===== config.mk =====
export PLATFORM = sky130hd
export DESIGN_NAME = heart_rate_from_peak_spacing_top_flat
export DESIGN_NICKNAME = d
export VERILOG_FILES = /design/src/rtl/core/hrps_pkg.sv /design/src/rtl/core/hrps_in_if.sv /design/src/rtl/core/hrps_out_if.sv /design/src/rtl/core/heart_rate_from_peak_spacing_top.sv /design/src/rtl/core/hrps_cfg.sv /design/src/rtl/core/hrps_div.sv /design/src/flat_wrapper.sv
export SDC_FILE = /design/constraint.sdc
export NUM_CORES = 1
export LEC_CHECK = 0
export ABC_AREA = 1
export BUFFER_PORTS_ARGS = -buffer_cell sky130_fd_sc_hd__buf_2
export CORE_ASPECT_RATIO = 1.1
export CORE_UTILIZATION = 56
export CTS_CLUSTER_DIAMETER = 100
export DETAILED_ROUTE_END_ITERATION = 8
export GPL_TIMING_DRIVEN = 0
export HOLD_SLACK_MARGIN = 0.05
export PLACE_DENSITY = 0.77
export SYNTH_ARGS = -nofsm -noshare
export SYNTH_HDL_FRONTEND = slang
export SYNTH_HIERARCHICAL = 1
export SYNTH_SLANG_ARGS = --single-unit

===== constraint.sdc =====
create_clock -name clk -period 5.8 [get_ports clk]
set_input_delay 0.58 -clock clk [delete_from_list [all_inputs] [get_ports clk]]
set_output_delay 0.58 -clock clk [all_outputs]
set_load 0.05 [all_outputs]

===== src/rtl/core/hrps_pkg.sv =====
`timescale 1ns / 1ps

package hrps_pkg;

  // Fixed field widths
  localparam int PEAK_W     = 32;
  localparam int BPM_W      = 22;
  localparam int STATUS_W   = 2;
  localparam int RATE_W     = 16;
  // 60 * 65535 fits in 22 bits
  localparam int SCALED_W   = 22;

  // Configuration port
  localparam int CFG_DATA_W = 32;
  localparam int CFG_ADDR_W = 3;
  localparam int REG_IDX_W  = CFG_ADDR_W - 2;
  localparam logic [REG_IDX_W-1:0] REG_SAMPLE_RATE = 1'd0;
  localparam logic [RATE_W-1:0]    RATE_RESET      = 16'd360;

  localparam logic [5:0] BPM_SCALE = 6'd60;

  // Parameter defaults
  localparam int WINDOW_DEPTH_DEF = 4;
  localparam int INDEX_WIDTH_DEF  = 32;

  typedef logic [STATUS_W-1:0] status_t;

  localparam status_t ST_FIRST = 2'd0;
  localparam status_t ST_ZERO  = 2'd1;
  localparam status_t ST_VALID = 2'd2;

endpackage


===== src/rtl/core/hrps_in_if.sv =====
`timescale 1ns / 1ps

interface hrps_in_if;
  logic                         valid;
  logic                         ready;
  logic [hrps_pkg::PEAK_W-1:0]  peak_index;

  modport source (output valid, output peak_index, input ready);
  modport sink (input valid, input peak_index, output ready);
endinterface


===== src/rtl/core/hrps_out_if.sv =====
`timescale 1ns / 1ps

interface hrps_out_if;
  logic                        valid;
  logic                        ready;
  logic [hrps_pkg::BPM_W-1:0]  beats_per_minute;
  hrps_pkg::status_t           rate_status;

  modport source (output valid, output beats_per_minute, output rate_status, input ready);
  modport sink (input valid, input beats_per_minute, input rate_status, output ready);
endinterface


===== src/rtl/core/heart_rate_from_peak_spacing_top.sv =====
`timescale 1ns / 1ps

// Heart rate from R-peak spacing.
// Input channel in_ch: one word per detected R-peak, carrying its sample index.
// Output channel out_ch: one word per input word, with beats_per_minute and
// rate_status (first peak, zero interval ignored, valid rate).
// APB port: register 0 at byte address 0 holds sample_rate (reset 360 Hz);
// write it only while the block is idle. pready is always high.
// Sequence: a first peak or a zero interval goes from idle to the done
// state and then into the output register. A valid rate first sums the
// window entries through one adder, then uses the shared radix-2 divider
// once for the average and, if the average is nonzero, once for the rate;
// with the defaults (window of 4, 32-bit indices) the divider is 34 bits.
// One word is in work at a time; in_ch is ready only while the sequencer
// is idle, so the next peak is taken at the earliest on the edge where the
// previous word can first be drained.
// A finished word sits in the output register; the sequencer may take the
// next input word while it waits, and holds its next result until the
// receiver drains the register.
// Reset (synchronous, active low) clears the peak history, window count and
// output valid, and restores sample_rate to 360.
module heart_rate_from_peak_spacing_top #(
  parameter int WINDOW_DEPTH = hrps_pkg::WINDOW_DEPTH_DEF,
  parameter int INDEX_WIDTH  = hrps_pkg::INDEX_WIDTH_DEF
) (
  input  logic                              clk,
  input  logic                              rst_n,
  hrps_in_if.sink                           in_ch,
  hrps_out_if.source                        out_ch,
  input  logic                              psel,
  input  logic                              penable,
  input  logic                              pwrite,
  input  logic [hrps_pkg::CFG_ADDR_W-1:0]   paddr,
  input  logic [hrps_pkg::CFG_DATA_W-1:0]   pwdata,
  output logic [hrps_pkg::CFG_DATA_W-1:0]   prdata,
  output logic                              pready
);

  // Exact sum of the window never wraps.
  localparam int SUM_W = INDEX_WIDTH + $clog2(WINDOW_DEPTH);
  localparam int DIV_W = (SUM_W > hrps_pkg::SCALED_W) ? SUM_W : hrps_pkg::SCALED_W;
  localparam int CNT_W = $clog2(WINDOW_DEPTH + 1);
  localparam int PTR_W = (WINDOW_DEPTH > 1) ? $clog2(WINDOW_DEPTH) : 1;

  // Sequencer states
  localparam logic [2:0] S_IDLE = 3'd0;
  localparam logic [2:0] S_SUM  = 3'd1;
  localparam logic [2:0] S_AVG  = 3'd2;
  localparam logic [2:0] S_RATE = 3'd3;
  localparam logic [2:0] S_DONE = 3'd4;

  logic [2:0]                     state_r, state_nxt;
  logic                           have_prev_r;
  logic [INDEX_WIDTH-1:0]         prev_idx_r;
  logic [CNT_W-1:0]               count_r;
  logic [PTR_W-1:0]               ptr_r;
  logic [SUM_W-1:0]               sum_r;
  logic [hrps_pkg::SCALED_W-1:0]  prod_r;
  logic [INDEX_WIDTH-1:0]         window_r [WINDOW_DEPTH];

  logic [hrps_pkg::BPM_W-1:0]     res_bpm_r, res_bpm_nxt;
  hrps_pkg::status_t              res_status_r, res_status_nxt;

  logic                           out_valid_r;
  logic [hrps_pkg::BPM_W-1:0]     out_bpm_r;
  hrps_pkg::status_t              out_status_r;

  logic [hrps_pkg::RATE_W-1:0]    sample_rate;
  logic                           in_acc;
  logic [INDEX_WIDTH-1:0]         idx;
  logic [INDEX_WIDTH-1:0]         gap;
  logic [SUM_W-1:0]               sum_add;
  logic                           sum_last;
  logic                           win_shift;
  logic                           load_out;

  logic                           div_start;
  logic [DIV_W-1:0]               div_num;
  logic [DIV_W-1:0]               div_den;
  logic                           div_done;
  logic [DIV_W-1:0]               div_quo;

  hrps_cfg u_cfg (
    .clk         (clk),
    .rst_n       (rst_n),
    .psel        (psel),
    .penable     (penable),
    .pwrite      (pwrite),
    .paddr       (paddr),
    .pwdata      (pwdata),
    .prdata      (prdata),
    .sample_rate (sample_rate)
  );

  hrps_div #(
    .DIV_W (DIV_W)
  ) u_div (
    .clk   (clk),
    .rst_n (rst_n),
    .start (div_start),
    .num   (div_num),
    .den   (div_den),
    .done  (div_done),
    .quo   (div_quo)
  );

  assign pready = 1'b1;

  // Accept only while the sequencer is idle.
  assign in_ch.ready = (state_r == S_IDLE);
  assign in_acc      = in_ch.valid && in_ch.ready;

  // Interval modulo 2^INDEX_WIDTH, so an index counter wrap is harmless.
  assign idx = in_ch.peak_index[INDEX_WIDTH-1:0];
  assign gap = idx - prev_idx_r;

  // Walk the valid window entries through one adder, newest first.
  assign sum_add  = sum_r + SUM_W'(window_r[ptr_r]);
  assign sum_last = (CNT_W'(ptr_r) == (count_r - 1'b1));

  always_comb begin
    state_nxt      = state_r;
    res_bpm_nxt    = res_bpm_r;
    res_status_nxt = res_status_r;
    win_shift      = 1'b0;
    load_out       = 1'b0;
    div_start      = 1'b0;
    div_num        = '0;
    div_den        = '0;
    case (state_r)
      S_IDLE: begin
        if (in_acc) begin
          if (!have_prev_r) begin
            res_bpm_nxt    = '0;
            res_status_nxt = hrps_pkg::ST_FIRST;
            state_nxt      = S_DONE;
          end else if (gap == '0) begin
            // Drop the zero interval; window and count stay as they are.
            res_bpm_nxt    = '0;
            res_status_nxt = hrps_pkg::ST_ZERO;
            state_nxt      = S_DONE;
          end else begin
            win_shift = 1'b1;
            state_nxt = S_SUM;
          end
        end
      end
      S_SUM: begin
        if (sum_last) begin
          // Average = sum / count.
          div_start = 1'b1;
          div_num   = DIV_W'(sum_add);
          div_den   = DIV_W'(count_r);
          state_nxt = S_AVG;
        end
      end
      S_AVG: begin
        if (div_done) begin
          if (div_quo == '0) begin
            res_bpm_nxt    = '0;
            res_status_nxt = hrps_pkg::ST_VALID;
            state_nxt      = S_DONE;
          end else begin
            // Rate = 60 * sample_rate / average.
            div_start = 1'b1;
            div_num   = DIV_W'(prod_r);
            div_den   = div_quo;
            state_nxt = S_RATE;
          end
        end
      end
      S_RATE: begin
        if (div_done) begin
          res_bpm_nxt    = div_quo[hrps_pkg::BPM_W-1:0];
          res_status_nxt = hrps_pkg::ST_VALID;
          state_nxt      = S_DONE;
        end
      end
      S_DONE: begin
        // Hold the result until the output register is free.
        if (!out_valid_r || out_ch.ready) begin
          load_out  = 1'b1;
          state_nxt = S_IDLE;
        end
      end
      default: begin
        state_nxt = S_IDLE;
      end
    endcase
  end

  always_ff @(posedge clk) begin
    if (!rst_n) begin
      state_r     <= S_IDLE;
      have_prev_r <= 1'b0;
      prev_idx_r  <= '0;
      count_r     <= '0;
      ptr_r       <= '0;
      out_valid_r <= 1'b0;
    end else begin
      state_r <= state_nxt;
      if (in_acc) begin
        have_prev_r <= 1'b1;
        prev_idx_r  <= idx;
      end
      // Count saturates at the window depth.
      if (win_shift && (count_r != CNT_W'(WINDOW_DEPTH))) begin
        count_r <= count_r + 1'b1;
      end
      if (win_shift) begin
        ptr_r <= '0;
      end else if (state_r == S_SUM) begin
        ptr_r <= ptr_r + 1'b1;
      end
      if (load_out) begin
        out_valid_r <= 1'b1;
      end else if (out_ch.ready) begin
        out_valid_r <= 1'b0;
      end
    end
  end

  always_ff @(posedge clk) begin
    res_bpm_r    <= res_bpm_nxt;
    res_status_r <= res_status_nxt;
    if (win_shift) begin
      // Advance the window, newest interval in slot 0.
      for (int i = WINDOW_DEPTH - 1; i > 0; i--) begin
        window_r[i] <= window_r[i-1];
      end
      window_r[0] <= gap;
      sum_r       <= '0;
      prod_r      <= hrps_pkg::SCALED_W'(sample_rate) *
                     hrps_pkg::SCALED_W'(hrps_pkg::BPM_SCALE);
    end else if (state_r == S_SUM) begin
      sum_r <= sum_add;
    end
    if (load_out) begin
      out_bpm_r    <= res_bpm_r;
      out_status_r <= res_status_r;
    end
  end

  assign out_ch.valid            = out_valid_r;
  assign out_ch.beats_per_minute = out_bpm_r;
  assign out_ch.rate_status      = out_status_r;

endmodule


===== src/rtl/core/hrps_cfg.sv =====
`timescale 1ns / 1ps

module hrps_cfg (
  input  logic                              clk,
  input  logic                              rst_n,
  input  logic                              psel,
  input  logic                              penable,
  input  logic                              pwrite,
  input  logic [hrps_pkg::CFG_ADDR_W-1:0]   paddr,
  input  logic [hrps_pkg::CFG_DATA_W-1:0]   pwdata,
  output logic [hrps_pkg::CFG_DATA_W-1:0]   prdata,
  output logic [hrps_pkg::RATE_W-1:0]       sample_rate
);

  logic [hrps_pkg::RATE_W-1:0]    sample_rate_r;
  logic [hrps_pkg::REG_IDX_W-1:0] reg_idx;
  logic                           wr_en;

  assign reg_idx = paddr[hrps_pkg::CFG_ADDR_W-1:2];
  assign wr_en   = psel && penable && pwrite && (reg_idx == hrps_pkg::REG_SAMPLE_RATE);

  always_ff @(posedge clk) begin
    if (!rst_n) begin
      sample_rate_r <= hrps_pkg::RATE_RESET;
    end else if (wr_en) begin
      sample_rate_r <= pwdata[hrps_pkg::RATE_W-1:0];
    end
  end

  always_comb begin
    prdata = '0;
    if (reg_idx == hrps_pkg::REG_SAMPLE_RATE) begin
      prdata = hrps_pkg::CFG_DATA_W'(sample_rate_r);
    end
  end

  assign sample_rate = sample_rate_r;

endmodule


===== src/rtl/core/hrps_div.sv =====
`timescale 1ns / 1ps

// Restoring radix-2 divider, one quotient bit per cycle.
module hrps_div #(
  parameter int DIV_W = 36
) (
  input  logic             clk,
  input  logic             rst_n,
  input  logic             start,
  input  logic [DIV_W-1:0] num,
  input  logic [DIV_W-1:0] den,
  output logic             done,
  output logic [DIV_W-1:0] quo
);

  localparam int CNT_W = $clog2(DIV_W + 1);

  logic             busy_r;
  logic             done_r;
  logic [CNT_W-1:0] cnt_r;
  logic [DIV_W-1:0] rem_r;
  logic [DIV_W-1:0] quo_r;
  logic [DIV_W-1:0] den_r;

  logic [DIV_W:0]   rem_sh;
  logic [DIV_W:0]   den_ext;
  logic [DIV_W:0]   rem_sub;
  logic             fits;

  assign rem_sh  = {rem_r, quo_r[DIV_W-1]};
  assign den_ext = {1'b0, den_r};
  assign fits    = (rem_sh >= den_ext);
  assign rem_sub = rem_sh - den_ext;

  always_ff @(posedge clk) begin
    if (!rst_n) begin
      busy_r <= 1'b0;
      done_r <= 1'b0;
      cnt_r  <= '0;
    end else begin
      done_r <= 1'b0;
      if (start) begin
        busy_r <= 1'b1;
        cnt_r  <= CNT_W'(DIV_W);
      end else if (busy_r) begin
        cnt_r <= cnt_r - 1'b1;
        if (cnt_r == CNT_W'(1)) begin
          busy_r <= 1'b0;
          done_r <= 1'b1;
        end
      end
    end
  end

  always_ff @(posedge clk) begin
    if (start) begin
      rem_r <= '0;
      quo_r <= num;
      den_r <= den;
    end else if (busy_r) begin
      rem_r <= fits ? rem_sub[DIV_W-1:0] : rem_sh[DIV_W-1:0];
      quo_r <= {quo_r[DIV_W-2:0], fits};
    end
  end

  assign done = done_r;
  assign quo  = quo_r;

endmodule


===== src/flat_wrapper.sv =====
// flat-port wrapper written by rule: the top's interface ports become plain ports
module heart_rate_from_peak_spacing_top_flat 
#(
  parameter int WINDOW_DEPTH = hrps_pkg::WINDOW_DEPTH_DEF,
  parameter int INDEX_WIDTH  = hrps_pkg::INDEX_WIDTH_DEF
)
  (clk, rst_n, psel, penable, pwrite, paddr, pwdata, prdata, pready, in_ch_valid, in_ch_peak_index, in_ch_ready, out_ch_valid, out_ch_beats_per_minute, out_ch_rate_status, out_ch_ready);
  hrps_in_if in_ch_i ();
  hrps_out_if out_ch_i ();
  input  logic clk;
  input  logic rst_n;
  input  logic psel;
  input  logic penable;
  input  logic pwrite;
  input  logic [hrps_pkg::CFG_ADDR_W-1:0] paddr;
  input  logic [hrps_pkg::CFG_DATA_W-1:0] pwdata;
  output logic [hrps_pkg::CFG_DATA_W-1:0] prdata;
  output logic pready;
  input wire logic [$bits(in_ch_i.valid)-1:0] in_ch_valid;
  input wire logic [$bits(in_ch_i.peak_index)-1:0] in_ch_peak_index;
  output wire logic [$bits(in_ch_i.ready)-1:0] in_ch_ready;
  output wire logic [$bits(out_ch_i.valid)-1:0] out_ch_valid;
  output wire logic [$bits(out_ch_i.beats_per_minute)-1:0] out_ch_beats_per_minute;
  output wire logic [$bits(out_ch_i.rate_status)-1:0] out_ch_rate_status;
  input wire logic [$bits(out_ch_i.ready)-1:0] out_ch_ready;
  assign in_ch_i.valid = in_ch_valid;
  assign in_ch_i.peak_index = in_ch_peak_index;
  assign in_ch_ready = in_ch_i.ready;
  assign out_ch_valid = out_ch_i.valid;
  assign out_ch_beats_per_minute = out_ch_i.beats_per_minute;
  assign out_ch_rate_status = out_ch_i.rate_status;
  assign out_ch_i.ready = out_ch_ready;
  heart_rate_from_peak_spacing_top #(.WINDOW_DEPTH(WINDOW_DEPTH), .INDEX_WIDTH(INDEX_WIDTH)) u_core (.clk(clk), .rst_n(rst_n), .in_ch(in_ch_i), .out_ch(out_ch_i), .psel(psel), .penable(penable), .pwrite(pwrite), .paddr(paddr), .pwdata(pwdata), .prdata(prdata), .pready(pready));
endmodule

Word level (Yosys, flattened, before mapping) --
Memories as Yosys holds them, arrays and structs flattened. A register that Yosys moved wholly into a read port is not among the register bits. Cells that the tools add are included.
Storage, ports and cells: memories 1, register bits after elaboration 270, output and inout port bits 59, word-level logic and storage cells 122, memory bits (writable) 128
Cells by class: bitwise logic cells 3, order comparisons 1, add/sub/neg operators 7, reductions and logical operators 18, equality and inequality tests 14, multipliers 1, mux-type cells 57
Memory list:
- u_core.window_r | depth 4, width 32, rd ports 4, clocked after Yosys merged registers in 1, write ports 4, line heart_rate_from_peak_spacing_top.sv:59 | logic [INDEX_WIDTH-1:0] window_r [WINDOW_DEPTH];
Operators with widths (count):
- 34-bit 2-to-1 mux | 7
- 22-bit 2-to-1 mux | 7
- 34-bit case mux with 2 select lines | 2
- 22-bit case mux with 3 select lines | 1
- 35-bit by 34-bit greater-or-equal comparator with 1-bit output | 1
- 34-bit by 32-bit adder with 34-bit output | 1
- 34-bit zero test | 1
- 34-bit subtractor | 1
- 32-bit zero test | 1
- 32-bit subtractor | 1
- 3-bit 2-to-1 mux | 9
- 16-bit by 4-bit multiplier with 20-bit output (second input constant) | 1
- 1-bit 2-to-1 mux | 17
- 16-bit 2-to-1 mux | 1
- 2-bit 2-to-1 mux | 8
- 3-bit case mux with 5 select lines | 1
- 6-bit 2-to-1 mux | 2
- 3-bit by 2-bit equality test with 1-bit output (second input constant) | 2
- 6-bit by 1-bit equality test with 1-bit output (second input constant) | 1
- 2-bit by 1-bit != test with 1-bit output (second input constant) | 3
- 2-bit != test (second input constant) | 3
- 3-bit != test (second input constant) | 2
- 2-bit case mux with 3 select lines | 1
- 6-bit AND reduction | 1
- other kinds (18) | 26

Depth between registers and ports, before layout --
depth after elaboration 8, mapped depth 26, depth with buffers taken out 25

Cells and area by module --
The synthesis kept the hierarchy.
Modules (own cells, without submodules):
- heart_rate_from_peak_spacing_top | cells each 2040, instances 1, sequential area each 7447.1 sq um, area each 16667.2 sq um
- hrps_div | cells each 1031, instances 1, sequential area each 2882.8 sq um, area each 7285.7 sq um
- hrps_cfg | cells each 152, instances 1, sequential area each 320.3 sq um, area each 994.7 sq um

Worst setup path after synthesis --
Ideal clock, no wire load.
kind input-to-reg, from in in_ch_peak_index[0], to reg u_core/prod_r[10] (netlist name) (enable), buffers on the path 1, required time 5.299 ns, arrival 5.371 ns, stages 21, path slack -0.072 ns, cell sequence inv_1 -> ha_1 -> fa_1 -> inv_1 -> nand3_1 -> nand2_1 -> nand2_1 -> nand2_1 -> nand2_1 -> nand2_1 -> nand2_1 -> nand3_1 -> nand2_1 -> nand3_1 -> nor2_1 -> nand2_1 -> nor2_2 -> nor2_4 -> nand2_8 -> buf_6 -> inv_1
Between the ends: longest elaborated chain between the ends 6
RTL lines:
- start, declared | line flat_wrapper.sv:20 | input wire logic [$bits(in_ch_i.peak_index)-1:0] in_ch_peak_index;
- 32-bit subtractor | line heart_rate_from_peak_spacing_top.sv:115 | assign gap = idx - prev_idx_r;
- 32-bit zero test | line heart_rate_from_peak_spacing_top.sv:137 | end else if (gap == '0) begin
- 1-bit 2-to-1 mux | line heart_rate_from_peak_spacing_top.sv:137
- 1-bit 2-to-1 mux | line heart_rate_from_peak_spacing_top.sv:133 | if (!have_prev_r) begin
- 1-bit 2-to-1 mux | line heart_rate_from_peak_spacing_top.sv:132 | if (in_acc) begin
- 1-bit 2-to-1 mux | line heart_rate_from_peak_spacing_top.sv:130 | case (state_r)
- named net u_core.win_shift | line heart_rate_from_peak_spacing_top.sv:74 | logic win_shift;
- end signal, assigned | line heart_rate_from_peak_spacing_top.sv:233 | prod_r <= hrps_pkg::SCALED_W'(sample_rate) *
- end, declared | line heart_rate_from_peak_spacing_top.sv:58 | logic [hrps_pkg::SCALED_W-1:0] prod_r;
The timed path passes the listed nets, and every way through them passes these cells. A chain may end at the register's enable or synchronous reset.

==> key figures <==
Min path
  – Tightest Hold Check Type: input port to flop
  – Hold Path Origin: pwdata[8]

Logic synthesis
  – Count leader, synth: nand2_1
  – Yosys reg bits: 400
  – Synth top area share: 31.78%
  – Share of async-settable or async-resettable flops after synthesis: 0%
  – Average size of a mapped cell: 7.741 sq um
  – Synth area leaders: edfxtp_1, nand2_1, dfxtp_1
  – EDFF count, synth: 264
  – Synth area leader: edfxtp_1
  – Synth Flop Type: edfxtp_1
  – Synth top cells by count: nand2_1, inv_1, nor2_1
  – Warnings from Yosys: 6
  – Sequential share of the synthesized area: 42.69%
  – Synth unique cells: 58
  – Mapped Area: 24950 sq um
  – Post-Syn Instances: 3223

Setup path
  – CP max stage delay: 440 ps
  – Setup crit start kind: flop
  – Critical path required time: 6160 ps
  – CP Max Fanout: 10
  – Slowest cell on crit path: clkbuf_1
  – Arr. time, crit path: 5020 ps
  – Most common cell on crit path: nand2_1
  – WS Path Type: flop to flop
  – Crit end category: flop

Floorplanning
  – # rows: 80
  – Die Y: 223.4 microns
  – Initial core utilization: 57.16%
  – Total die area: 45400 sq um
  – IO Count: 133
  – Die Wd: 203.2 microns
  – Core box area: 43640 sq um

Drt
  – Via density: 5.395
  – Routed wire length: 67360 microns
  – Total number of vias: 21530
  – Iter 0 DRT Violations: 1692
  – DR DRC count: 0
  – Antenna Violating Nets Remaining: 0
  – First drt pass iteration count: 5
  – Mean routed wirelength per cell: 16.88 microns

Clock network
  – Clk_lat worst skew: 590 ps
  – Worst-path clk slew: 70 ps
  – Hold-fix buffers at CTS: 0
  – Post-CTS Setup Inserts: 0
  – H-tree levels: 2
  – Sinks on Clock Net: 400
  – CTS tree: done
  – CTS Buf Count: 42
  – Post-CTS sizing: 0
  – Clk root buf: clkbuf_16
  – Clk buf depth: 3

GRT
  – First-pass GRT wire length: 105900 microns
  – Largest net degree at the start of global routing: 45
  – Antenna violations before repair: 0
  – All-Layer GR Usage: 29.76%
  – GRT Residual Overflow: 0
  – Vias in the first global route: 20800

STA
  – Max Fclk: 214.4 MHz
  – Final slew viol count: 0
  – Final Skew: 19.06 ps
  – Final worst path period share: 80.40%
  – Relative slew slack: 39.28%
  – Tmin final: 4663 ps
  – RSZ-0062 raised after global routing: false
  – Final hold violation count: 0
  – Endpoints failing setup: 0
  – Least-Margin Pin Slew: 909.8 ps

Power
  – Leak: 0.01313 uW
  – Power Dens Cells: 342.4 nW/um^2
  – Pwr Total: 9486 uW
  – Max IR drop VDD: 0.0002514 V

Placement
  – Detail Placement HPWL: 53690 microns
  – Port bufs: 96
  – Placer's final routability congestion estimate: 0.9625

Cells and area
  – Fin util: 63.47%
  – Area Overhead vs Synth: 11.04%
  – Layout cell share with drive strength beyond 1: 9.950%
  – Final Net Count: 3615
  – N_diodes: 0

Run
  – Max-Cap Viols: 0

Run status
  – Status: finished clean
layout make-up:
cell class	instances	area (sq um)
Sequential cell	400	10650
Buffer	101	566.8
Clock inverter	23	249.0
Fill cell	3899	15940
Tap cell	574	718.2
Timing Repair Buffer	102	590.6
Clock buffer	54	1127
Multi-Input combinational cell	2233	11900
Inverter	504	1896
cells by family (layout without fill, tap and decap cells):
kind of cell	Yosys count	after routing	share of synthesized area, %
fa+ha+maj	157	157	8.837
compound gates	409	409	9.228
xor+xnor	62	62	2.177
buf+inv	605	784	9.850
simple gates	1588	1588	27.19
other cells	2	17	0.03010
flops	400	400	42.69
routing by layer:
metal	vias to the layer above	routed length [microns]	track usage (%)	part of all wire, %
li1	10710	-	-	-
met5	-	0	0	0
met2	675	33970	53.23	50
met4	0	3506	16.27	5.2
met1	9970	26800	34.55	40
met3	172	3081	3.462	4.6
cells in the final DEF, fill, tap and decap left out, types with 6 or more instances in the layout:
master     instances
nand3_1          202
conb_1            17
xor2_1            26
nor4_1            14
a21o_1             9
buf_6              7
ha_1             125
inv_2             38
o21ai_1           13
or2_2             10
nand3b_1          28
nor3_1            17
fa_1              32
nor2_1           328
clkbuf_16         43
buf_2            103
nand2_1          883
buf_4             23
inv_1            464
edfxtp_1         264
nor2_2            22
o21bai_1          10
dfxtp_1          136
clkbuf_1          66
clkinv_2           7
a21oi_1          126
nor3_2             7
a31oi_1           13
nand4_1           29
o21ai_0          169
o211ai_1           6
nand2_2           27
xnor2_1           36
o22ai_1           34
sequential cells by signal (all words and copies together), names as in the netlist, 2 cells and up, named ones only:
| name | cells |
|---|---|
| u_core/u_div/quo | 34 |
| u_core/u_cfg/sample_rate | 16 |
| u_core/out_ch.rate_status | 2 |
| u_core/u_div/cnt_r | 6 |
| u_core/res_bpm_r | 22 |
| u_core/u_div/den_r | 34 |
| u_core/window_r | 128 |
| u_core/prod_r | 20 |
| u_core/prev_idx_r | 32 |
| u_core/ptr_r | 2 |
| u_core/sum_r | 34 |
| u_core/count_r | 3 |
| u_core/res_status_r | 2 |
| u_core/u_div/rem_r | 34 |
| u_core/out_ch.beats_per_minute | 22 |
| u_core/state_r | 3 |
worst max-delay path, delay by kind of cell (launching register included):
kind | cells | cell delay, ps
DFF | 1 | 380
buffers and inverters | 5 | 1040
AOI/OAI and AO/OA | 4 | 740
and+or+nand+nor | 15 | 1630
adders and majority gates | 2 | 640
where the power goes:
group | total (uW) | switching, uW | internal (uW)
Combinational | 3180 | 2190 | 991
Clock | 2730 | 1160 | 1570
Sequential | 3580 | 159 | 3420
final timing paths:
check | end | slack, ps | depth (start not counted)
worst min register to register | u_core/out_ch.rate_status[1]$_DFFE_PP_ | 410 | 0
worst min-delay path | u_core/u_cfg/sample_rate[8]$_SDFFE_PN1P_ | 210 | 3
worst max register to register | u_core/u_div/quo[24]$_DFFE_PP_ | 1140 | 26
worst max-delay path | u_core/u_div/quo[24]$_DFFE_PP_ | 1140 | 26
through the flow:
stage | hold WS (ps) | instances | setup WS (ps) | area [sq um] | setup TNS [ps]
final | 205.1 | 3991 | 1137 | 27700 | 0
after global routing | 198.8 | 3991 | 763.4 | 27700 | 0
after CTS | 180.1 | 3991 | 822.2 | 27700 | 0
after detailed placement | 404.5 | 3914 | 862.6 | 26320 | 0
after global placement | 403.9 | 3908 | -996.0 | 26210 | -148620
after floorplan | 400.3 | 3238 | 639.6 | 25010 | 0
No activity file was read; power rests on OpenSTA's default activity.
